File: config.mk
export PLATFORM = sky130hd
export DESIGN_NAME = msis_muldiv
export DESIGN_NICKNAME = d
export VERILOG_FILES = /design/src/msis_pkg.sv /design/src/msis_muldiv.sv
export SDC_FILE = /design/constraint.sdc
export NUM_CORES = 2
export LEC_CHECK = 0
export ABC_AREA = 1
export BUFFER_PORTS_ARGS = -buffer_cell sky130_fd_sc_hd__buf_2
export CORE_ASPECT_RATIO = 0.8
export CORE_MARGIN = 5
export CORE_UTILIZATION = 42
export CTS_BUF_LIST = sky130_fd_sc_hd__clkbuf_4
export DETAILED_ROUTE_END_ITERATION = 16
export GPL_ROUTABILITY_DRIVEN = 0
export GPL_TIMING_DRIVEN = 0
export HOLD_SLACK_MARGIN = 0.06
export PLACE_DENSITY_LB_ADDON = 0.2
export SLEW_MARGIN = 20
export SYNTH_ARGS = -nofsm -noshare
export SYNTH_HDL_FRONTEND = slang
export SYNTH_SLANG_ARGS = --single-unit
File: constraint.sdc
create_clock -name i_clk -period 20 [get_ports i_clk]
set_input_delay 4 -clock i_clk [delete_from_list [all_inputs] [get_ports i_clk]]
set_output_delay 4 -clock i_clk [all_outputs]
set_load 0.01 [all_outputs]
File: src/msis_pkg.sv
`timescale 1ns / 1ps
package msis_pkg;

    // item kinds, encoded as the action field
    typedef enum logic [1:0] {
        K_STORE   = 2'd0,
        K_EXEC    = 2'd1,
        K_RESTART = 2'd2,
        K_NOP     = 2'd3
    } t_kind;

    typedef struct packed {
        t_kind       kind;
        logic [15:0] addr;
        logic [15:0] data;
    } t_item;

    // queue head as the back end sees it
    typedef struct packed {
        logic  valid;
        t_item item;
    } t_q_head;

    typedef enum logic [3:0] {
        S_CLEAR, S_IDLE, S_F1, S_F2, S_EX, S_MD, S_L1, S_L2, S_ST2, S_SC, S_RESP
    } t_state;

    typedef enum logic [1:0] {
        MD_MULT, MD_MULTU, MD_DIV, MD_DIVU
    } t_md_op;

    typedef enum logic [2:0] {
        MS_IDLE, MS_MUL, MS_FIX, MS_DIV, MS_NEG
    } t_md_state;

    typedef struct packed {
        logic   start;
        t_md_op op;
    } t_md_req;

    typedef struct packed {
        logic        done;
        logic [31:0] hi;
        logic [31:0] lo;
    } t_md_rsp;

    // primary opcodes
    localparam logic [5:0] OP_SPECIAL = 6'd0;
    localparam logic [5:0] OP_BGEZAL  = 6'd1;
    localparam logic [5:0] OP_J       = 6'd2;
    localparam logic [5:0] OP_JAL     = 6'd3;
    localparam logic [5:0] OP_BEQ     = 6'd4;
    localparam logic [5:0] OP_BNE     = 6'd5;
    localparam logic [5:0] OP_ADDI    = 6'd8;
    localparam logic [5:0] OP_SLTI    = 6'd10;
    localparam logic [5:0] OP_SLTIU   = 6'd11;
    localparam logic [5:0] OP_ANDI    = 6'd12;
    localparam logic [5:0] OP_ORI     = 6'd13;
    localparam logic [5:0] OP_XORI    = 6'd14;
    localparam logic [5:0] OP_LUI     = 6'd15;
    localparam logic [5:0] OP_COP0    = 6'd16;
    localparam logic [5:0] OP_MUL     = 6'd28;
    localparam logic [5:0] OP_LHX     = 6'd32;
    localparam logic [5:0] OP_LH      = 6'd33;
    localparam logic [5:0] OP_LWX     = 6'd34;
    localparam logic [5:0] OP_LW      = 6'd35;
    localparam logic [5:0] OP_LHUX    = 6'd36;
    localparam logic [5:0] OP_LHU     = 6'd37;
    localparam logic [5:0] OP_SHX     = 6'd40;
    localparam logic [5:0] OP_SH      = 6'd41;
    localparam logic [5:0] OP_SWX     = 6'd42;
    localparam logic [5:0] OP_SW      = 6'd43;

    // function codes under OP_SPECIAL
    localparam logic [5:0] FN_SLL     = 6'd0;
    localparam logic [5:0] FN_SRL     = 6'd2;
    localparam logic [5:0] FN_SRA     = 6'd3;
    localparam logic [5:0] FN_SLLV    = 6'd4;
    localparam logic [5:0] FN_SRLV    = 6'd6;
    localparam logic [5:0] FN_SRAV    = 6'd7;
    localparam logic [5:0] FN_JR      = 6'd8;
    localparam logic [5:0] FN_JALR    = 6'd9;
    localparam logic [5:0] FN_SYSCALL = 6'd12;
    localparam logic [5:0] FN_MFHI    = 6'd16;
    localparam logic [5:0] FN_MTHI    = 6'd18;
    localparam logic [5:0] FN_MFLO    = 6'd17;
    localparam logic [5:0] FN_MTLO    = 6'd19;
    localparam logic [5:0] FN_MULT    = 6'd24;
    localparam logic [5:0] FN_MULTU   = 6'd25;
    localparam logic [5:0] FN_DIV     = 6'd26;
    localparam logic [5:0] FN_DIVU    = 6'd27;
    localparam logic [5:0] FN_ADD     = 6'd32;
    localparam logic [5:0] FN_SUB     = 6'd34;
    localparam logic [5:0] FN_AND     = 6'd36;
    localparam logic [5:0] FN_OR      = 6'd37;
    localparam logic [5:0] FN_XOR     = 6'd38;
    localparam logic [5:0] FN_NOR     = 6'd39;
    localparam logic [5:0] FN_SLT     = 6'd42;
    localparam logic [5:0] FN_SLTU    = 6'd43;

    // coprocessor selectors in the rs field
    localparam logic [4:0] COP_MF     = 5'd0;
    localparam logic [4:0] COP_MT     = 5'd4;
    localparam logic [4:0] COP_ERET   = 5'd16;

    // fixed register indexes
    localparam logic [4:0] EPC_IDX    = 5'd14;
    localparam logic [4:0] RA_IDX     = 5'd31;
    localparam logic [4:0] V0_IDX     = 5'd2;
    localparam logic [4:0] A0_IDX     = 5'd4;
    localparam logic [4:0] SP_IDX     = 5'd29;
    localparam logic [4:0] FP_IDX     = 5'd30;

    // config register indexes
    localparam logic CFG_CODE_START = 1'b0;
    localparam logic CFG_CODE_END   = 1'b1;

endpackage

File: src/msis_muldiv.sv
`timescale 1ns / 1ps
module msis_muldiv (
    input  logic              i_clk,
    input  logic              i_rst_n,
    input  msis_pkg::t_md_req i_req,
    input  logic [31:0]       i_a,
    input  logic [31:0]       i_b,
    output msis_pkg::t_md_rsp o_rsp
);
    msis_pkg::t_md_state r_state, n_state;
    logic        r_sgn, n_sgn;
    logic        r_neg, n_neg;
    logic [31:0] r_a, n_a;
    logic [31:0] r_b, n_b;
    logic [31:0] r_m, n_m;
    logic [31:0] r_rem, n_rem;
    logic [63:0] r_q, n_q;
    logic [63:0] r_p, n_p;
    logic [5:0]  r_cnt, n_cnt;
    logic        r_done, n_done;
    logic [31:0] r_hi, n_hi;
    logic [31:0] r_lo, n_lo;
    logic        w_na, w_nb, w_sgn;
    logic [31:0] w_ma, w_mb;
    logic [32:0] w_t;
    logic        w_ge;
    logic [63:0] w_fix, w_qf;

    assign o_rsp.done = r_done;
    assign o_rsp.hi   = r_hi;
    assign o_rsp.lo   = r_lo;

    always_ff @(posedge i_clk) begin
        if (!i_rst_n) begin
            r_state <= msis_pkg::MS_IDLE;
            r_done  <= 1'b0;
        end else begin
            r_state <= n_state;
            r_done  <= n_done;
        end
    end

    always_ff @(posedge i_clk) begin
        r_sgn <= n_sgn;
        r_neg <= n_neg;
        r_a   <= n_a;
        r_b   <= n_b;
        r_m   <= n_m;
        r_rem <= n_rem;
        r_q   <= n_q;
        r_p   <= n_p;
        r_cnt <= n_cnt;
        r_hi  <= n_hi;
        r_lo  <= n_lo;
    end

    always_comb begin
        n_state = r_state;
        n_sgn   = r_sgn;
        n_neg   = r_neg;
        n_a     = r_a;
        n_b     = r_b;
        n_m     = r_m;
        n_rem   = r_rem;
        n_q     = r_q;
        n_p     = r_p;
        n_cnt   = r_cnt;
        n_done  = 1'b0;
        n_hi    = r_hi;
        n_lo    = r_lo;
        w_sgn   = (i_req.op == msis_pkg::MD_DIV) || (i_req.op == msis_pkg::MD_MULT);
        w_na    = w_sgn && i_a[31];
        w_nb    = w_sgn && i_b[31];
        w_ma    = w_na ? (32'd0 - i_a) : i_a;
        w_mb    = w_nb ? (32'd0 - i_b) : i_b;
        // one restoring step: shift in the next dividend bit
        w_t     = {r_rem, r_q[63]};
        w_ge    = (w_t >= {1'b0, r_m});
        // signed product correction
        w_fix   = r_p - ((r_sgn && r_a[31]) ? {r_b, 32'd0} : 64'd0)
                      - ((r_sgn && r_b[31]) ? {r_a, 32'd0} : 64'd0);
        w_qf    = r_neg ? (64'd0 - r_q) : r_q;
        case (r_state)
            msis_pkg::MS_IDLE: begin
                if (i_req.start) begin
                    n_a   = i_a;
                    n_b   = i_b;
                    n_sgn = w_sgn;
                    if ((i_req.op == msis_pkg::MD_MULT) || (i_req.op == msis_pkg::MD_MULTU)) begin
                        n_state = msis_pkg::MS_MUL;
                    end else if (i_b == 32'd0) begin
                        n_q     = 64'd0;
                        n_neg   = 1'b0;
                        n_state = msis_pkg::MS_NEG;
                    end else begin
                        n_m     = w_mb;
                        n_q     = {w_ma, 32'd0};
                        n_rem   = 32'd0;
                        n_cnt   = 6'd0;
                        n_neg   = w_na ^ w_nb;
                        n_state = msis_pkg::MS_DIV;
                    end
                end
            end
            msis_pkg::MS_MUL: begin
                n_p     = r_a * r_b;
                n_state = msis_pkg::MS_FIX;
            end
            msis_pkg::MS_FIX: begin
                n_hi    = w_fix[63:32];
                n_lo    = w_fix[31:0];
                n_done  = 1'b1;
                n_state = msis_pkg::MS_IDLE;
            end
            msis_pkg::MS_DIV: begin
                n_rem = w_ge ? 32'(w_t - {1'b0, r_m}) : w_t[31:0];
                n_q   = {r_q[62:0], w_ge};
                n_cnt = r_cnt + 6'd1;
                if (r_cnt == 6'd63) begin
                    n_state = msis_pkg::MS_NEG;
                end
            end
            msis_pkg::MS_NEG: begin
                // quotient high word to LO, fraction to HI
                n_lo    = w_qf[63:32];
                n_hi    = w_qf[31:0];
                n_done  = 1'b1;
                n_state = msis_pkg::MS_IDLE;
            end
            default: begin
                n_state = msis_pkg::MS_IDLE;
            end
        endcase
    end
endmodule

# Yosys cells after proc, flatten, opt, wreduce, memory -nomap -nowiden
# Index checks and enable logic that the tools add are counted.
# op_classes
eq_ne	11
muxes	26
bitwise_logic	3
n_addsub	7
mul	1
reduce_logical	18
magnitude_cmp	1
# op_table
cell	count
$mux W64	6
$mux W32	6
$pmux W32 S2	3
$pmux W64 S2	1
$sub A64 B64 Y64	2
$mul A32 B32 Y64	1
$sub A1 B32 Y32 const A	2
$sub A1 B64 Y64 const A	1
$ge A33 B32 Y1	1
$logic_not A32 Y1	1
$sub A32 B32 Y32	1
$mux W6	3
$mux W3	4
$pmux W6 S2	1
$pmux W3 S3	1
$ne A2 B2 Y1 const B	4
$reduce_and A4 Y1	2
$add A6 B1 Y6 const B	1
$eq A3 B2 Y1 const B	2
$eq A6 B6 Y1 const B	1
$reduce_and A3 Y1	2
$logic_and A1 B1 Y1	4
$reduce_and A2 Y1	2
$reduce_bool A2 Y1	2
other kinds (11)	13
# totals
out_inout_bits	65
in_bits	69
regBits	332
elab_cells	80

# Longest topological paths before layout
# logic_depth
depth_word	8
ltp_mapped	31
depth_no_buf	29

# Worst setup path before layout
# No wires, ideal clock.
# synth_timing
path_kind	input port to flip-flop
startpoint	input port i_req[2] (netlist name)
endpoint	register r_q[0] (enable)
required_ns	19.576
setup_slack_ns	11.017
setup_ns	0.424
arrival_time_ns	8.560
path_stages	6
path_buffers	0
cell_sequence	inv_1 nor2_1 inv_1 nor2_1 inv_1 nand2_1
# synth_via
elab_chain_len	2
# synth_lines
element	line	rtl
start: declaration	msis_muldiv.sv:5	input msis_pkg::t_md_req i_req,
$ne A2 B2 Y1 (no line)	--	
$reduce_and A3 Y1 (no line)	--	
end signal: assignment	msis_muldiv.sv:50	r_q <= n_q;
end: declaration	msis_muldiv.sv:17	logic [63:0] r_q, n_q;
# No other way between the ends.
# A chain may end at the register's enable or synchronous reset.

# Worst setup path in the final report
# layout_timing
startpoint	register r_a[14]
endpoint	register r_p[58] (data pin)
# layout_via
elab_chain_len	1
# layout_lines
element	line	rtl
start: declaration	msis_muldiv.sv:13	logic [31:0] r_a, n_a;
start signal: assignment	msis_muldiv.sv:46	r_a <= n_a;
$mul A32 B32 Y64	msis_muldiv.sv:106	n_p = r_a * r_b;
end signal: assignment	msis_muldiv.sv:51	r_p <= n_p;
end: declaration	msis_muldiv.sv:18	logic [63:0] r_p, n_p;
# No other way between the ends.

==> results_dict.tcl <==
set metrics [dict create \
    cts.sinks 332 \
    synthesis.area_um2 57700 \
    post_cts_buffers 0 \
    finalCritPeriodShare 0.460 \
    ys.flop_type "edfxtp_1" \
    fin_setup_tns_ps 0 \
    crit_fanout 10 \
    cts_made_buffers 79 \
    synthCells 7709 \
    die_w_um 424 \
    max_stage_delay_ps 890 \
    skew_ps 76.0 \
    synth_top_area_share 0.322 \
    design.die.area_um2 145000 \
    arrival_ps 9820 \
    syn-num-nets 9037 \
    critPathTopFamily "adder cells" \
    crit_slowest_cell "clkbuf_1" \
    core_area_um2 136000 \
    relSlewSlack 0.0890 \
    hold_path.class "register to register" \
    routed_via_density 5.28 \
    regArea_um2 9930 \
    yosysMostFrequentCell "nand2_1" \
    final-hold-violation-count 0 \
    drt_pass1_iterations 7 \
    clk_latency_ps 870 \
    start_util 0.424 \
    worst_pin_slew_ps 1370 \
    yosysWarnings 0 \
    rows 121 \
    layout_min_cycle_time_ps 9210 \
    grt-ovfl-total 0 \
    path_buf_inv 9 \
    grt_max_degree 60 \
    drv_cap 0 \
    clk_path_buf_depth 3 \
    ys_top_cells_by_area "fa_1, edfxtp_1, nand2_1" \
    yosys.area.top_type "fa_1" \
    cts_tree "done" \
    syn_area_per_cell_um2 7.49 \
    antenna_found_initial 9 \
    syn_to_final_growth_pct 7.57 \
    crit_type "register to register" \
    wirelength_mm 229 \
    ctsResizeCount 0 \
    hold_depth 2 \
    multiInputGateArea_um2 38800 \
    synth_cell_types 50 \
    antenna_left 0 \
    synth_enable_flop_cells 328 \
    num_vias 51700 \
    clock-root-buffer "clkbuf_4" \
    drt_iter0_markers 6860 \
    reg2reg_depth 26 \
    port_buffers 133 \
    grt_pass1_vias 49300 \
    cp.depth 26 \
    synthTopCellsByCount "nand2_1, inv_1, fa_1, nor2_1, ha_1" \
    die_h_um 342 \
    drv_slew 0 \
    rsz0062_at_grt "no" \
    setup_violations 0 \
    drive_above_1_share 0.0514 \
    holdBufCountCts 0 \
    grt_pass1_wl_mm 331 \
    hpwl_mm 191 \
    fmax_mhz 109 \
    end_kind "register" \
    fin_nets 9269 \
    synthArstFlopShare 0 \
    ys_seq_area_frac 0.172 \
    clk_pin_slew_ps 70 \
    n_fill_cell 14000 \
    critPathMostFrequentCell "fa_1" \
    io_pins 134 \
    status "completed" \
    cts_max_level 3 \
    avgRoutedWirePerCell_um 23.4 \
    grt_util_all_layers 0.312 \
    drc 0 \
    ys_seq_elements 332 \
    worst_setup_path_start_kind "register" \
    cp.required_ps 20610 \
]
-- sequential cells by signal, indices dropped and copies added, names as in the netlist --
name     count
r_cnt        6
r_rem       32
r_lo        32
r_a         32
r_neg        1
r_m         32
r_hi        32
r_b         32
r_sgn        1
r_state      3
r_q         64
r_p         64
r_done       1
-- per-stage QoR --
step | util | std cells | worst slack (ps) | hold WS, ps | cell area, um2
4_1_cts | 0.455 | 9783 | 11170 | 516 | 62000
3_3_place_gp | 0.445 | 9625 | 8750 | 581 | 60600
3_5_place_dp | 0.447 | 9641 | 11200 | 572 | 61000
2_1_floorplan | - | 7709 | 11020 | 494 | 57700
6_report | 0.456 | 9794 | 10790 | 514 | 62100
5_1_grt | 0.456 | 9789 | 10800 | 514 | 62100
-- cell type report --
cell class	count	share of cell area
antenna	9	0.000363
buffer	312	0.0210
clock buffer	115	0.0139
clock inverter	27	0.00314
inverter	2069	0.125
multi-input combinational	4996	0.625
sequential	332	0.160
tap	1783	0.0359
timing repair buffer	151	0.0154
-- worst min-delay path: stages (launching register included) --
cell      delay (ps)
edfxtp_1         320
nand2_1           80
nand2_1           80
-- layout by cell type (no fill, tap or decap), types with 5 or more instances in the layout --
master / synthesis / final
inv_1: 2062 / 2062
buf_4: 3 / 10
clkinv_1: 1 / 14
o21bai_1: 18 / 18
a21o_1: 9 / 9
xor2_1: 98 / 98
nand4_1: 40 / 40
fa_1: 928 / 928
clkinv_2: 0 / 9
clkbuf_1: 288 / 245
nand3_1: 259 / 259
o22ai_1: 18 / 18
o21ai_0: 102 / 102
nand2_2: 5 / 5
nor2_1: 454 / 452
buf_1: 6 / 6
clkbuf_2: 0 / 43
or2_2: 6 / 6
nor2_4: 4 / 6
nor3_1: 41 / 40
nor2_2: 31 / 31
a31oi_1: 5 / 5
inv_2: 4 / 5
o21ai_1: 9 / 9
buf_6: 8 / 9
clkbuf_4: 0 / 115
a21oi_1: 137 / 136
nand2_1: 2399 / 2397
buf_2: 7 / 140
buf_16: 0 / 5
diode_2: 0 / 9
xnor2_1: 26 / 26
nand3b_1: 33 / 33
and2_1: 11 / 11
edfxtp_1: 328 / 328
ha_1: 331 / 331
-- per-layer routing --
layer | global-route usage | up-vias | part of all wire
li1 | - | 22900 | -
met1 | 0.439 | 24900 | 0.41
met2 | 0.418 | 3410 | 0.38
met3 | 0.143 | 514 | 0.16
met4 | 0.110 | 12 | 0.042
met5 | 0.0130 | - | 0.0020
-- logic make-up (layout without fill, tap and decap cells) --
kind of cell	after synthesis	after routing	synth area share
flops	332	332	0.172
simple gates	3299	3299	0.229
compound gates	314	314	0.0297
fa+ha+maj	1259	1259	0.394
other cells	0	9	0
buf+inv	2381	2674	0.156
xor+xnor	124	124	0.0188
-- final timing paths --
kind,start,end,slack (ps)
setup / recovery,r_a[14],r_p[58],10790
hold reg to reg,r_p[9],r_lo[9],510
hold / removal,r_p[9],r_lo[9],510
setup reg to reg,r_a[14],r_p[58],10790
Power is left out: the tool's default activity adds up to more than one toggle a clock period on the data nets, which glitch-free logic cannot reach.
