==> src/msis_pkg.sv <==
`timescale 1ns / 1ps
package msis_pkg;

    // item kinds, encoded as the action field
    typedef enum logic [1:0] {
        K_STORE   = 2'd0,
        K_EXEC    = 2'd1,
        K_RESTART = 2'd2,
        K_NOP     = 2'd3
    } t_kind;

    typedef struct packed {
        t_kind       kind;
        logic [15:0] addr;
        logic [15:0] data;
    } t_item;

    // queue head as the back end sees it
    typedef struct packed {
        logic  valid;
        t_item item;
    } t_q_head;

    typedef enum logic [3:0] {
        S_CLEAR, S_IDLE, S_F1, S_F2, S_EX, S_MD, S_L1, S_L2, S_ST2, S_SC, S_RESP
    } t_state;

    typedef enum logic [1:0] {
        MD_MULT, MD_MULTU, MD_DIV, MD_DIVU
    } t_md_op;

    typedef enum logic [2:0] {
        MS_IDLE, MS_MUL, MS_FIX, MS_DIV, MS_NEG
    } t_md_state;

    typedef struct packed {
        logic   start;
        t_md_op op;
    } t_md_req;

    typedef struct packed {
        logic        done;
        logic [31:0] hi;
        logic [31:0] lo;
    } t_md_rsp;

    // primary opcodes
    localparam logic [5:0] OP_SPECIAL = 6'd0;
    localparam logic [5:0] OP_BGEZAL  = 6'd1;
    localparam logic [5:0] OP_J       = 6'd2;
    localparam logic [5:0] OP_JAL     = 6'd3;
    localparam logic [5:0] OP_BEQ     = 6'd4;
    localparam logic [5:0] OP_BNE     = 6'd5;
    localparam logic [5:0] OP_ADDI    = 6'd8;
    localparam logic [5:0] OP_SLTI    = 6'd10;
    localparam logic [5:0] OP_SLTIU   = 6'd11;
    localparam logic [5:0] OP_ANDI    = 6'd12;
    localparam logic [5:0] OP_ORI     = 6'd13;
    localparam logic [5:0] OP_XORI    = 6'd14;
    localparam logic [5:0] OP_LUI     = 6'd15;
    localparam logic [5:0] OP_COP0    = 6'd16;
    localparam logic [5:0] OP_MUL     = 6'd28;
    localparam logic [5:0] OP_LHX     = 6'd32;
    localparam logic [5:0] OP_LH      = 6'd33;
    localparam logic [5:0] OP_LWX     = 6'd34;
    localparam logic [5:0] OP_LW      = 6'd35;
    localparam logic [5:0] OP_LHUX    = 6'd36;
    localparam logic [5:0] OP_LHU     = 6'd37;
    localparam logic [5:0] OP_SHX     = 6'd40;
    localparam logic [5:0] OP_SH      = 6'd41;
    localparam logic [5:0] OP_SWX     = 6'd42;
    localparam logic [5:0] OP_SW      = 6'd43;

    // function codes under OP_SPECIAL
    localparam logic [5:0] FN_SLL     = 6'd0;
    localparam logic [5:0] FN_SRL     = 6'd2;
    localparam logic [5:0] FN_SRA     = 6'd3;
    localparam logic [5:0] FN_SLLV    = 6'd4;
    localparam logic [5:0] FN_SRLV    = 6'd6;
    localparam logic [5:0] FN_SRAV    = 6'd7;
    localparam logic [5:0] FN_JR      = 6'd8;
    localparam logic [5:0] FN_JALR    = 6'd9;
    localparam logic [5:0] FN_SYSCALL = 6'd12;
    localparam logic [5:0] FN_MFHI    = 6'd16;
    localparam logic [5:0] FN_MTHI    = 6'd18;
    localparam logic [5:0] FN_MFLO    = 6'd17;
    localparam logic [5:0] FN_MTLO    = 6'd19;
    localparam logic [5:0] FN_MULT    = 6'd24;
    localparam logic [5:0] FN_MULTU   = 6'd25;
    localparam logic [5:0] FN_DIV     = 6'd26;
    localparam logic [5:0] FN_DIVU    = 6'd27;
    localparam logic [5:0] FN_ADD     = 6'd32;
    localparam logic [5:0] FN_SUB     = 6'd34;
    localparam logic [5:0] FN_AND     = 6'd36;
    localparam logic [5:0] FN_OR      = 6'd37;
    localparam logic [5:0] FN_XOR     = 6'd38;
    localparam logic [5:0] FN_NOR     = 6'd39;
    localparam logic [5:0] FN_SLT     = 6'd42;
    localparam logic [5:0] FN_SLTU    = 6'd43;

    // coprocessor selectors in the rs field
    localparam logic [4:0] COP_MF     = 5'd0;
    localparam logic [4:0] COP_MT     = 5'd4;
    localparam logic [4:0] COP_ERET   = 5'd16;

    // fixed register indexes
    localparam logic [4:0] EPC_IDX    = 5'd14;
    localparam logic [4:0] RA_IDX     = 5'd31;
    localparam logic [4:0] V0_IDX     = 5'd2;
    localparam logic [4:0] A0_IDX     = 5'd4;
    localparam logic [4:0] SP_IDX     = 5'd29;
    localparam logic [4:0] FP_IDX     = 5'd30;

    // config register indexes
    localparam logic CFG_CODE_START = 1'b0;
    localparam logic CFG_CODE_END   = 1'b1;

endpackage

==> src/msis_if.sv <==
`timescale 1ns / 1ps
// input channel
interface msis_in_if;
    logic        valid;
    logic        ready;
    logic [1:0]  action;
    logic [15:0] mem_addr;
    logic [15:0] mem_data;
    modport source(output valid, action, mem_addr, mem_data, input ready);
    modport sink(input valid, action, mem_addr, mem_data, output ready);
endinterface


==> src/msis_front.sv <==
`timescale 1ns / 1ps
module msis_front (
    input  logic            i_clk,
    input  logic            i_rst_n,
    msis_in_if.sink         i_in,
    input  logic            i_hold,
    input  logic            i_pop,
    output msis_pkg::t_q_head o_head
);
    logic [1:0]       r_cnt;
    logic             r_wp;
    logic             r_rp;
    msis_pkg::t_item  r_q [2];
    msis_pkg::t_item  w_item;
    logic             w_push;
    logic             w_pop;

    // classify the action into an item kind
    always_comb begin
        w_item.addr = i_in.mem_addr;
        w_item.data = i_in.mem_data;
        case (msis_pkg::t_kind'(i_in.action))
            msis_pkg::K_STORE:   w_item.kind = msis_pkg::K_STORE;
            msis_pkg::K_EXEC:    w_item.kind = msis_pkg::K_EXEC;
            msis_pkg::K_RESTART: w_item.kind = msis_pkg::K_RESTART;
            default:             w_item.kind = msis_pkg::K_NOP;
        endcase
    end

    assign i_in.ready = (r_cnt != 2'd2) && !i_hold;
    assign w_push     = i_in.valid && i_in.ready;
    assign w_pop      = i_pop && (r_cnt != 2'd0);

    assign o_head.valid = (r_cnt != 2'd0);
    assign o_head.item  = r_q[r_rp];

    // two-entry queue
    always_ff @(posedge i_clk) begin
        if (w_push) begin
            r_q[r_wp] <= w_item;
        end
    end

    always_ff @(posedge i_clk) begin
        if (!i_rst_n) begin
            r_cnt <= 2'd0;
            r_wp  <= 1'b0;
            r_rp  <= 1'b0;
        end else begin
            if (w_push) begin
                r_wp <= ~r_wp;
            end
            if (w_pop) begin
                r_rp <= ~r_rp;
            end
            r_cnt <= r_cnt + 2'(w_push) - 2'(w_pop);
        end
    end
endmodule

==> src/flat_wrapper.sv <==
// flat-port wrapper written by rule: the top's interface ports become plain ports
module msis_front_flat 
  (i_clk, i_rst_n, i_hold, i_pop, o_head, i_in_valid, i_in_action, i_in_mem_addr, i_in_mem_data, i_in_ready);
  msis_in_if i_in_i ();
  input  logic i_clk;
  input  logic i_rst_n;
  input  logic i_hold;
  input  logic i_pop;
  output msis_pkg::t_q_head o_head;
  input wire logic [$bits(i_in_i.valid)-1:0] i_in_valid;
  input wire logic [$bits(i_in_i.action)-1:0] i_in_action;
  input wire logic [$bits(i_in_i.mem_addr)-1:0] i_in_mem_addr;
  input wire logic [$bits(i_in_i.mem_data)-1:0] i_in_mem_data;
  output wire logic [$bits(i_in_i.ready)-1:0] i_in_ready;
  assign i_in_i.valid = i_in_valid;
  assign i_in_i.action = i_in_action;
  assign i_in_i.mem_addr = i_in_mem_addr;
  assign i_in_i.mem_data = i_in_mem_data;
  assign i_in_ready = i_in_i.ready;
  msis_front u_core (.i_clk(i_clk), .i_rst_n(i_rst_n), .i_in(i_in_i), .i_hold(i_hold), .i_pop(i_pop), .o_head(o_head));
endmodule
==> config.mk <==
export PLATFORM = sky130hd
export DESIGN_NAME = msis_front_flat
export DESIGN_NICKNAME = d
export VERILOG_FILES = /design/src/msis_pkg.sv /design/src/msis_if.sv /design/src/msis_front.sv /design/src/flat_wrapper.sv
export SDC_FILE = /design/constraint.sdc
export NUM_CORES = 1
export LEC_CHECK = 0
export ABC_AREA = 1
export BUFFER_PORTS_ARGS = -buffer_cell sky130_fd_sc_hd__buf_4
export CAP_MARGIN = 30
export CORE_ASPECT_RATIO = 1.2
export CORE_UTILIZATION = 56
export DETAILED_ROUTE_END_ITERATION = 16
export PLACE_DENSITY = 0.88
export REMOVE_ABC_BUFFERS = 1
export SYNTH_ARGS = -nofsm -noshare
export SYNTH_HDL_FRONTEND = slang
export SYNTH_SLANG_ARGS = --single-unit
==> constraint.sdc <==
create_clock -name i_clk -period 8.5 [get_ports i_clk]
set_clock_uncertainty 0.2 [all_clocks]
set_input_delay 1.7 -clock i_clk [delete_from_list [all_inputs] [get_ports i_clk]]
set_output_delay 1.7 -clock i_clk [all_outputs]
set_load 0.05 [all_outputs]
# After elaboration in Yosys (flattened, before gate mapping)
# Memories as Yosys holds them, arrays and structs flattened. A register that Yosys moved wholly into a read port is not among the register bits.
# Index checks and enable logic that the tools add are counted.
dict set report classes {
  n_addsub 2
  eq_ne 3
  n_mux 5
  bitwise_logic 2
  reduce_logical 6
}
# op n
set op_table {}
lappend op_table {{$pmux 2 s3} 1}
lappend op_table {{$mux 1} 4}
lappend op_table {{$logic_and 1x1->1} 3}
lappend op_table {{$add 2x1->2} 1}
lappend op_table {{$eq 2x1->1 const B} 1}
lappend op_table {{$eq 2x2->1 const B} 1}
lappend op_table {{$logic_not 2->1} 1}
lappend op_table {{$ne 2x2->1 const B} 1}
lappend op_table {{$not 1->1} 2}
lappend op_table {{$reduce_bool 2->1} 1}
lappend op_table {{$sub 2x1->2} 1}
lappend op_table {{$logic_not 1->1} 1}
dict set report word_totals {
  regBits 4
  ram_bits 68
  in_bits 39
  output_inout_bits 36
  elab_cells 22
  n_memories 1
}
# memory words word_bits read_ports rd_clocked_by_memory_dff wr line_no
set mem_list {}
lappend mem_list {u_core.r_q 2 34 1 1 1 msis_front.sv:13} ;# msis_pkg::t_item r_q [2];

# Logic depth before layout (Yosys ltp)
# Gate-level depths: netlist (run 1).
dict set report depth {
  depth_word 5
  depth_mapped 10
  ltp_nobuf 10
}

# Worst setup path after synthesis (run 1)
# OpenSTA, ideal clock, no wires.
dict set report synth_timing {
  kind {in2out}
  startpoint {input i_hold}
  endpoint {output i_in_ready}
  arrival_ps 2460
  t_required_ps 6600
  slack_ps 4140
  cell_stages 1
  n_path_buf 0
  cell_sequence {a21oi_1}
}
dict set report synth_via {
  elab_chain_len 2
}
# item line_no
set synth_lines {}
lappend synth_lines {{start, declared} flat_wrapper.sv:7} ;# input logic i_hold;
lappend synth_lines {{$logic_not 1->1} msis_front.sv:30} ;# assign i_in.ready = (r_cnt != 2'd2) && !i_hold;
lappend synth_lines {{$logic_and 1x1->1} msis_front.sv:30}
lappend synth_lines {{end, declared} flat_wrapper.sv:14} ;# output wire logic [$bits(i_in_i.ready)-1:0] i_in_ready;
# No other way between the ends.

# Final worst setup path (run 1)
# Same ends and word-level chain as after synthesis.

==> flow_summary.ini, run 1 <==
[run_status]
status = completed

[setup_path]
crit_family = buffers and inverters
regToRegEndpoint = u_core.r_q[0][20]
rrSetupSlack_ps = 6480
path_common_cell = buf_4
worstPathArrival_ps = 2170
path_max_fanout = 2
cp_slowest_cell = buf_4
required_ps = 6600
worstSetupEndpointType = output port
r2r_start = u_core.r_cnt[0]
reg2reg_depth = 4
critPathLaunchType = input port
crit_path_cell_trace = buf_4, a21oi_1, buf_4
critPathBufInv = 2
path_class = input port to output port
cpPeakStageDelay_ps = 220
crit_start = i_hold

[cells_and_area]
fin_nets = 270
fin_cells = 294
final_util_pct = 73.9
diodes = 0
syn_to_final_growth_pct = 26.9
drive_gt1_share_pct = 53.0

[routing]
post_drt_wl_per_cell_um = 15.3
wl_um = 4500
drtIter0Drc = 107
first_pass_iters = 4
vias_per_cell = 5.07
detail-route-antenna-nets = 0
drc = 0
vias = 1491

[synthesis]
seq_area_frac_synth_pct = 74.4
syn_inst = 148
syn-cell-area_sq_mm = 0.00288
synth_seq_cells = 73
synth_area_leader_cell = edfxtp_1
synth_cell_types = 15
avgSynthCellArea_sq_um = 19.4
yosysTopAreaCellShare_pct = 71.0
ys_warn_count = 0
synthTopCellsByArea = edfxtp_1 (71%), mux2_4 (16%), dfxtp_1 (3.5%)

[timing]
holdWs_ps = 309
relSlewSlack_pct = 34.4
timing.final.crit_period_ps = 4070
rsz0062_at_grt = false
setup_viol = 0
fmax_mhz = 246
drv_slew = 0
period_share_pct = 47.9
tightest_slew_ps = 981
tns_ps = 0
finalHoldViolations = 0

[worst_hold_path]
hp-start = u_core.r_rp
hold_path_end = u_core.r_rp
hp-class = flip-flop to flip-flop
min_path_cells = 2

[pwr]
p_seq_share_pct = 41.7
netSwitchingPower_mw = 0.375
p_sw_share_pct = 34.4
pwr-share-comb_pct = 35.7
p_clk_share_pct = 22.7
p_int_mw = 0.714
ir_drop_mv = 0.221
p_leak_nw = 1.48
p_per_area_mw_per_mm2 = 298

[global_route]
groute.usage.overall_pct = 18.7
grt_pass1_wl_um = 7000
grt_overflow = 0
grt_max_degree = 35
first_global_vias = 1569
antenna_found_initial = 0

[clocking]
clock_path_buffers = 2
cts_sinks = 73
numCtsBuffers = 9
clkLatencyLatePin_ps = 330
ctsResizeCount = 0
cts_setup_buffers = 0
cts-root-buf = clkbuf_8
path_clk_slew_ps = 60
cts_hold_buf = 0
cts_max_level = 3
cts_tree = built

[floorplanning]
die_h_um = 80.5
start_util_pct = 58.3
dieWidth_um = 67.4
fp.coreArea_sq_mm = 0.00494
core.rowCount = 28
io_pins = 75
die-area_sq_mm = 0.00543

[placement]
placed_cells = 278
io_buffers = 74
gp_congestion = 0.718
dp_hpwl_um = 3120

[job]
drv_cap = 0
## through the flow
| stage | setup slack, ps | area (sq um) | power, mW |
|---|---|---|---|
| global route | 4420 | 3650 | 1.13 |
| CTS | 4430 | 3650 | 1.10 |
| finish | 4430 | 3650 | 1.09 |
| floorplan | 4140 | 2800 | 0.743 |
| detailed placement | 4430 | 3470 | 0.853 |
| global placement | 4480 | 3450 | 0.838 |
## worst reg2reg max path: stages, from the launching register on
cell and delay [ps]:
dfxtp_1 330, inv_1 80, nand2_1 80, nand3_1 160, nor2_4 790
## power groups by stage
stage	combinational, mW	clock, mW	sequential (mW)
3_3_place_gp	0.366	0	0.472
4_1_cts	0.391	0.252	0.455
3_5_place_dp	0.391	0	0.462
5_1_grt	0.410	0.268	0.457
2_1_floorplan	0.279	0	0.464
6_report	0.388	0.247	0.454
## flip-flops by register name, indices dropped and copies added, names as in the netlist, named ones only
| register | cells |
|---|---|
| u_core.r_rp | 1 |
| u_core.r_wp | 1 |
| u_core.r_q | 68 |
| u_core.r_cnt | 2 |
## logic make-up after synthesis
| group | Yosys count | synth area share [%] |
|---|---|---|
| buf+inv | 17 | 4.17 |
| flops | 73 | 74.4 |
| simple gates | 19 | 2.70 |
| fa+ha+maj | 2 | 0.869 |
| compound gates | 3 | 0.609 |
| mux | 34 | 17.2 |
## cells in the final DEF (no fill, tap or decap)
cell	n
buf_4	75
edfxtp_1	68
mux2_4	30
inv_1	11
nand2_1	9
clkbuf_8	9
nor2_1	5
mux2_2	4
dfxtp_1	4
nand3_1	3
clkbuf_1	3
a21oi_1	2
ha_1	2
clkinv_2	2
o21a_1	1
nand4_1	1
nor2_4	1
dfxtp_2	1
clkinv_1	1
bufinv_16	1
buf_16	1
## area by class of cell
| cell class | count | area [sq um] |
|---|---|---|
| Sequential cell | 73 | 2140 |
| Fill cell | 314 | 1290 |
| Multi-Input combinational cell | 58 | 623 |
| Timing Repair Buffer | 76 | 591 |
| Clock buffer | 12 | 135 |
| Tap cell | 60 | 75.1 |
| Clock inverter | 4 | 43.8 |
| Inverter | 11 | 41.3 |
## per-layer routing
| metal | GRT usage (%) | part of all wire [%] |
|---|---|---|
| met5 | 0 | 0 |
| met4 | 11.7 | 3.0 |
| met3 | 6.25 | 5.2 |
| met2 | 32.8 | 56 |
| met1 | 18.4 | 36 |
## synthesized netlist by cell type
library cell  instances
edfxtp_1             68
mux2_4               30
inv_1                11
nand2_1               9
nor2_1                6
dfxtp_1               5
mux2_2                4
buf_12                3
nand3_1               3
a21oi_1               2
clkbuf_1              2
ha_1                  2
buf_6                 1
nand4_1               1
o21a_1                1
## worst max path at each step
stage | endpoint | cells after the start
global placement | i_in_ready | 3
CTS | i_in_ready | 3
detailed placement | i_in_ready | 3
finish | i_in_ready | 3
global route | i_in_ready | 3
floorplan | i_in_ready | 1
Power figures use the tool's default switching activity.
==> inputs of run 2 (changes only) <==
--- a/config.mk
+++ b/config.mk
@@ -5,13 +5,13 @@
 export SDC_FILE = /design/constraint.sdc
 export NUM_CORES = 1
 export LEC_CHECK = 0
-export ABC_AREA = 1
+export ABC_AREA = 0
 export BUFFER_PORTS_ARGS = -buffer_cell sky130_fd_sc_hd__buf_4
 export CAP_MARGIN = 30
 export CORE_ASPECT_RATIO = 1.2
-export CORE_UTILIZATION = 56
+export CORE_UTILIZATION = 47
 export DETAILED_ROUTE_END_ITERATION = 16
-export PLACE_DENSITY = 0.88
+export PLACE_DENSITY = 0.79
 export REMOVE_ABC_BUFFERS = 1
 export SYNTH_ARGS = -nofsm -noshare
 export SYNTH_HDL_FRONTEND = slang
==> constraint.sdc (replaced) <==
create_clock -name i_clk -period 3.6 [get_ports i_clk]
set_clock_uncertainty 0.2 [all_clocks]
set_input_delay 0.72 -clock i_clk [delete_from_list [all_inputs] [get_ports i_clk]]
set_output_delay 0.72 -clock i_clk [all_outputs]
set_load 0.05 [all_outputs]
==> run 2 against run 1 <==
Effect of this change: final cell count rose by 3.1%; flip-flop and latch count is the same; global-route usage decreased by 3.9 points; synthesized cell count down 8.1%; clock power increased to 2.7 times the previous value; first-iteration DRC count fell by 21%; routed wire length down 0.71%; sequential share of layout area fell by 0.68 points.
==> flow_summary.ini, run 2 <==
[run_status]
status = completed

[global_route]
groute.usage.overall_pct = 14.8
grt_pass1_wl_um = 6630
grt_overflow = 0
first_global_vias = 1476
grt_max_degree = 35
antenna_found_initial = 0

[timing]
period_share_pct = 77.4
finalHoldViolations = 0
timing.final.crit_period_ps = 2790
tns_ps = 0
setup_viol = 0
relSlewSlack_pct = 46.1
rsz0062_at_grt = false
fmax_mhz = 359
holdWs_ps = 274
tightest_slew_ps = 809
drv_slew = 0

[cells_and_area]
fin_area_sq_mm = 0.00369
fillers = 414
largest_registers = u_core.r_q: 68 flops, u_core.r_cnt: 2 flops
regMostFlops = u_core.r_q
final_common_cell = buf_4
diodes = 0
layout_common_cells = buf_4 (77), edfxtp_1 (68), mux2_4 (30)
largest_reg_flops = 68
fin_nets = 259
drive_gt1_share_pct = 56.5
fin_cells = 303
syn_to_final_growth_pct = 29.3

[setup_path]
path_max_fanout = 27
worstPathArrival_ps = 1870
required_ps = 2680
path_class = flip-flop to output port
critPathLaunchType = flip-flop
worstSetupEndpointType = output port

[routing]
vias_per_cell = 4.72
post_drt_wl_per_cell_um = 14.8
drtIter0Drc = 85
first_pass_iters = 4
detail-route-antenna-nets = 0
drc = 0
vias = 1431
wl_um = 4470

[clocking]
clkLatencyLatePin_ps = 330
path_clk_slew_ps = 70
cts_hold_buf = 0
numCtsBuffers = 9
cts_tree = built
cts_max_level = 3
cts_sinks = 73
cts_setup_buffers = 0
clock_path_buffers = 2
ctsResizeCount = 0
cts-root-buf = clkbuf_8

[placement]
io_buffers = 74
placed_cells = 287
placed_area_sq_mm = 0.00349
dp_hpwl_um = 3100
gp_congestion = 0.671

[synthesis]
avgSynthCellArea_sq_um = 21.0
async_flop_share_pct = 0
synth_edf_count = 68
seq_area_frac_synth_pct = 75.0
syn-cell-area_sq_mm = 0.00286
synth_cell_types = 21
synth.most_common_cell = edfxtp_1
synthFlopType = edfxtp_1
synthTopCellsByArea = edfxtp_1 (71%), mux2_4 (16%), dfxtp_1 (3.5%)
syn_inst = 136
yosysTopAreaCellShare_pct = 71.5
synth_seq_cells = 73
synth_area_leader_cell = edfxtp_1
synth_common_cells = edfxtp_1 (68), mux2_4 (30), dfxtp_1 (5)
ys_warn_count = 0

[pwr]
power_mw = 2.61
ir_drop_mv = 0.385
p_leak_nw = 1.46
p_per_area_mw_per_mm2 = 707

[worst_hold_path]
hp-class = flip-flop to flip-flop

[floorplanning]
die_h_um = 87.4
fp.coreArea_sq_mm = 0.00574
io_pins = 75
start_util_pct = 49.8
core.rowCount = 30
dieWidth_um = 73.2
die-area_sq_mm = 0.00640

[job]
drv_cap = 0
run 2: cell count changes after synthesis, sizes merged, moves of 2 or more:
cell / delta
nor2: -2
nand3: -3
and2: +3
nand2: -8
a21oi: -2
inv: -8
run 2: worst paths after layout:
| check | startpoint | end | slack, ps | cells past startpoint |
|---|---|---|---|---|
| setup reg to reg | u_core.r_cnt[0] | u_core.r_q[1][28] | 1560 | 3 |
| hold reg to reg | u_core.r_wp | u_core.r_wp | 270 | 2 |
| setup / recovery | flip-flop | o_head[1] | 810 | 3 |
| hold / removal | u_core.r_wp | u_core.r_wp | 270 | 2 |
run 2: cells by family (layout without fill, tap and decap cells):
family	Yosys count	after routing	synth area share, %
DFF	73	73	75.0
muxes	35	35	17.7
and+or+nand+nor	14	14	3.33
buffers and inverters	9	96	2.23
adders and majority gates	2	2	0.876
xor gates and xnor gates	2	2	0.613
AOI/OAI and AO/OA	1	1	0.307
run 2: report_power, final:
group,leakage [nW],internal (mW),switching [mW],total (mW)
Combinational,0.689,0.354,0.561,0.915
Sequential,0.665,1.00,0.0383,1.04
Clock,0.104,0.383,0.275,0.658
Total,1.46,1.74,0.874,2.61
run 2: area by class of cell:
type | instances | area [sq um] | share of cell area (%)
Clock buffer | 9 | 124 | 3.35
Clock inverter | 7 | 85.1 | 2.30
Inverter | 3 | 11.3 | 0.305
Multi-Input combinational cell | 54 | 653 | 17.7
Sequential cell | 73 | 2140 | 58.0
Tap cell | 80 | 100 | 2.71
Timing Repair Buffer | 77 | 578 | 15.6
run 2: per-layer routing:
metal  wire length (um)  GRT usage (%)
met5                  0              0
met4                124           10.5
met3                200           3.59
met2               2500           26.6
met1               1650           14.7
run 2: through the flow:
stage          util, %  setup slack [ps]
2_1_floorplan        -               685
4_1_cts           64.3               769
5_1_grt           64.3               730
3_5_place_dp      60.7              1140
3_3_place_gp      60.7              1170
6_report          64.3               812
run 2: worst max-delay path, cell delays in order, from the launching register on:
cell     delay [ps]
dfxtp_2         480
buf_4           460
mux2_1          380
buf_4           190
==> inputs of run 3 (changes only) <==
==> constraint.sdc (replaced) <==
create_clock -name i_clk -period 2.5 [get_ports i_clk]
set_clock_uncertainty 0.2 [all_clocks]
set_input_delay 0.5 -clock i_clk [delete_from_list [all_inputs] [get_ports i_clk]]
set_output_delay 0.5 -clock i_clk [all_outputs]
set_load 0.05 [all_outputs]
==> run 3 against run 2 <==
Effect of this change: final cell count is 0.66% higher; via count grew 1.9%; combinational power increased by 48%; sequential power is 42% higher; register-to-register slack worse by 930 ps; count of clock-buffer cells in the layout unchanged; flip-flop and latch count unchanged; hold slack worse by 120 ps; sequential share of layout area decreased by 0.62 points; clock power rose by 46%; core utilization up 0.70 points.
==> flow_summary.ini, run 3 (synthesized netlist as in run 2, its figures left out) <==
[run_status]
status = completed

[placement]
gp_congestion = 0.709
placed_cells = 289
dp_hpwl_um = 3050
io_buffers = 74

[routing]
vias_per_cell = 4.78
detail-route-antenna-nets = 0
first_pass_iters = 4
drtIter0Drc = 83
drt-met1-wl_um = 1690
wl_met3_um = 217
wl_um = 4510
highest_layer = met4
drc = 0
post_drt_wl_per_cell_um = 14.8
wl_met2_um = 2470
vias = 1458

[worst_hold_path]
hp-class = input port to flip-flop
min_path_cells = 1

[cells_and_area]
fin_cells = 305
largest_reg_flops = 68
fin_nets = 261
drive_gt1_share_pct = 56.9
fillers = 421
diodes = 0
largest_registers = u_core.r_q: 68 flops, u_core.r_cnt: 2 flops
regMostFlops = u_core.r_q
final_common_cell = buf_4
layout_common_cells = buf_4 (77), edfxtp_1 (68), mux2_4 (30)
multi_input_area_sq_um = 653
final-seq-area_sq_mm = 0.00214
syn_to_final_growth_pct = 30.7

[clocking]
ctsResizeCount = 0
cts_hold_buf = 0
cts_setup_buffers = 0
cts_sinks = 73
numCtsBuffers = 9
clkLatencyLatePin_ps = 330
path_clk_slew_ps = 70
cts-root-buf = clkbuf_8
cts_max_level = 3
clock_path_buffers = 2
cts_tree = built

[timing]
timing.final.crit_period_ps = 2290
finalHoldViolations = 0
tightest_slew_ps = 406
drv_slew = 0
rsz0062_at_grt = false
tns_ps = 0
period_share_pct = 91.4
relSlewSlack_pct = 73.0
fmax_mhz = 437
setup_viol = 0

[job]
drv_cap = 0

[floorplanning]
dieWidth_um = 73.2
fp.coreArea_sq_mm = 0.00574
die_h_um = 87.4
core.rowCount = 30
start_util_pct = 49.8
io_pins = 75
die-area_sq_mm = 0.00640

[global_route]
groute.usage.overall_pct = 15.0
grt_pass1_wl_um = 6770
antenna_found_initial = 0
first_global_vias = 1440
grt_overflow = 0
grt_max_degree = 35

[pwr]
p_leak_nw = 1.47
ir_drop_mv = 0.667
p_per_area_mw_per_mm2 = 1010

[setup_path]
path_class = flip-flop to output port
endpoint = o_head[33]
worstPathArrival_ps = 1590
reg2reg_depth = 4
critPathLaunchType = flip-flop
regToRegEndpoint = u_core.r_q[1][28]
path_max_fanout = 23
r2r_start = u_core.r_cnt[1]
required_ps = 1800
worstSetupEndpointType = output port
rrSetupSlack_ps = 630
[run 3: changes by cell type in the layout (fill, tap and decap cells not counted)]
cell,change
buf_12,+2
[run 3: per-stage QoR]
stage | power (mW) | util, % | hold WS (ps) | cell area, sq um | worst slack (ps)
floorplan | 2.51 | - | 247 | 2810 | -195
global placement | 2.85 | 61.4 | 259 | 3530 | 492
detailed placement | 2.87 | 61.4 | 272 | 3530 | 455
CTS | 3.83 | 65.0 | 134 | 3730 | 185
global route | 3.92 | 65.0 | 134 | 3730 | 151
finish | 3.79 | 65.0 | 149 | 3730 | 214
[run 3: critical path, cell delays in order (launching register included)]
cell and delay [ps]:
dfxtp_2 330, buf_4 360, mux2_1 370, buf_4 190
[run 3: report_power, final]
part	internal, mW	switching, mW
Combinational	0.524	0.826
Sequential	1.44	0.0359
Clock	0.551	0.411
[run 3: layout make-up]
class	count	area share, %
Tap cell	80	2.68
Sequential cell	73	57.4
Timing Repair Buffer	79	16.5
Clock buffer	9	3.32
Clock inverter	7	2.28
Inverter	3	0.302
Multi-Input combinational cell	54	17.5
[run 3: how the worst min path moves through the flow]
stage / start / to / slack [ps]
after CTS: i_in_mem_addr[3] / u_core.r_q[0][19] / 130
after detailed placement: u_core.r_wp / u_core.r_wp / 270
final: i_in_mem_addr[3] / u_core.r_q[0][19] / 150
after floorplan: u_core.r_wp / u_core.r_wp / 250
after global routing: i_in_mem_addr[5] / u_core.r_q[0][21] / 130
after global placement: u_core.r_wp / u_core.r_wp / 260
[run 3: metal layers]
metal  vias up  track usage [%]
met5         -                0
met4         0             11.1
met3        12             4.17
met2        48             25.6
met1       716             15.6
li1        682                -
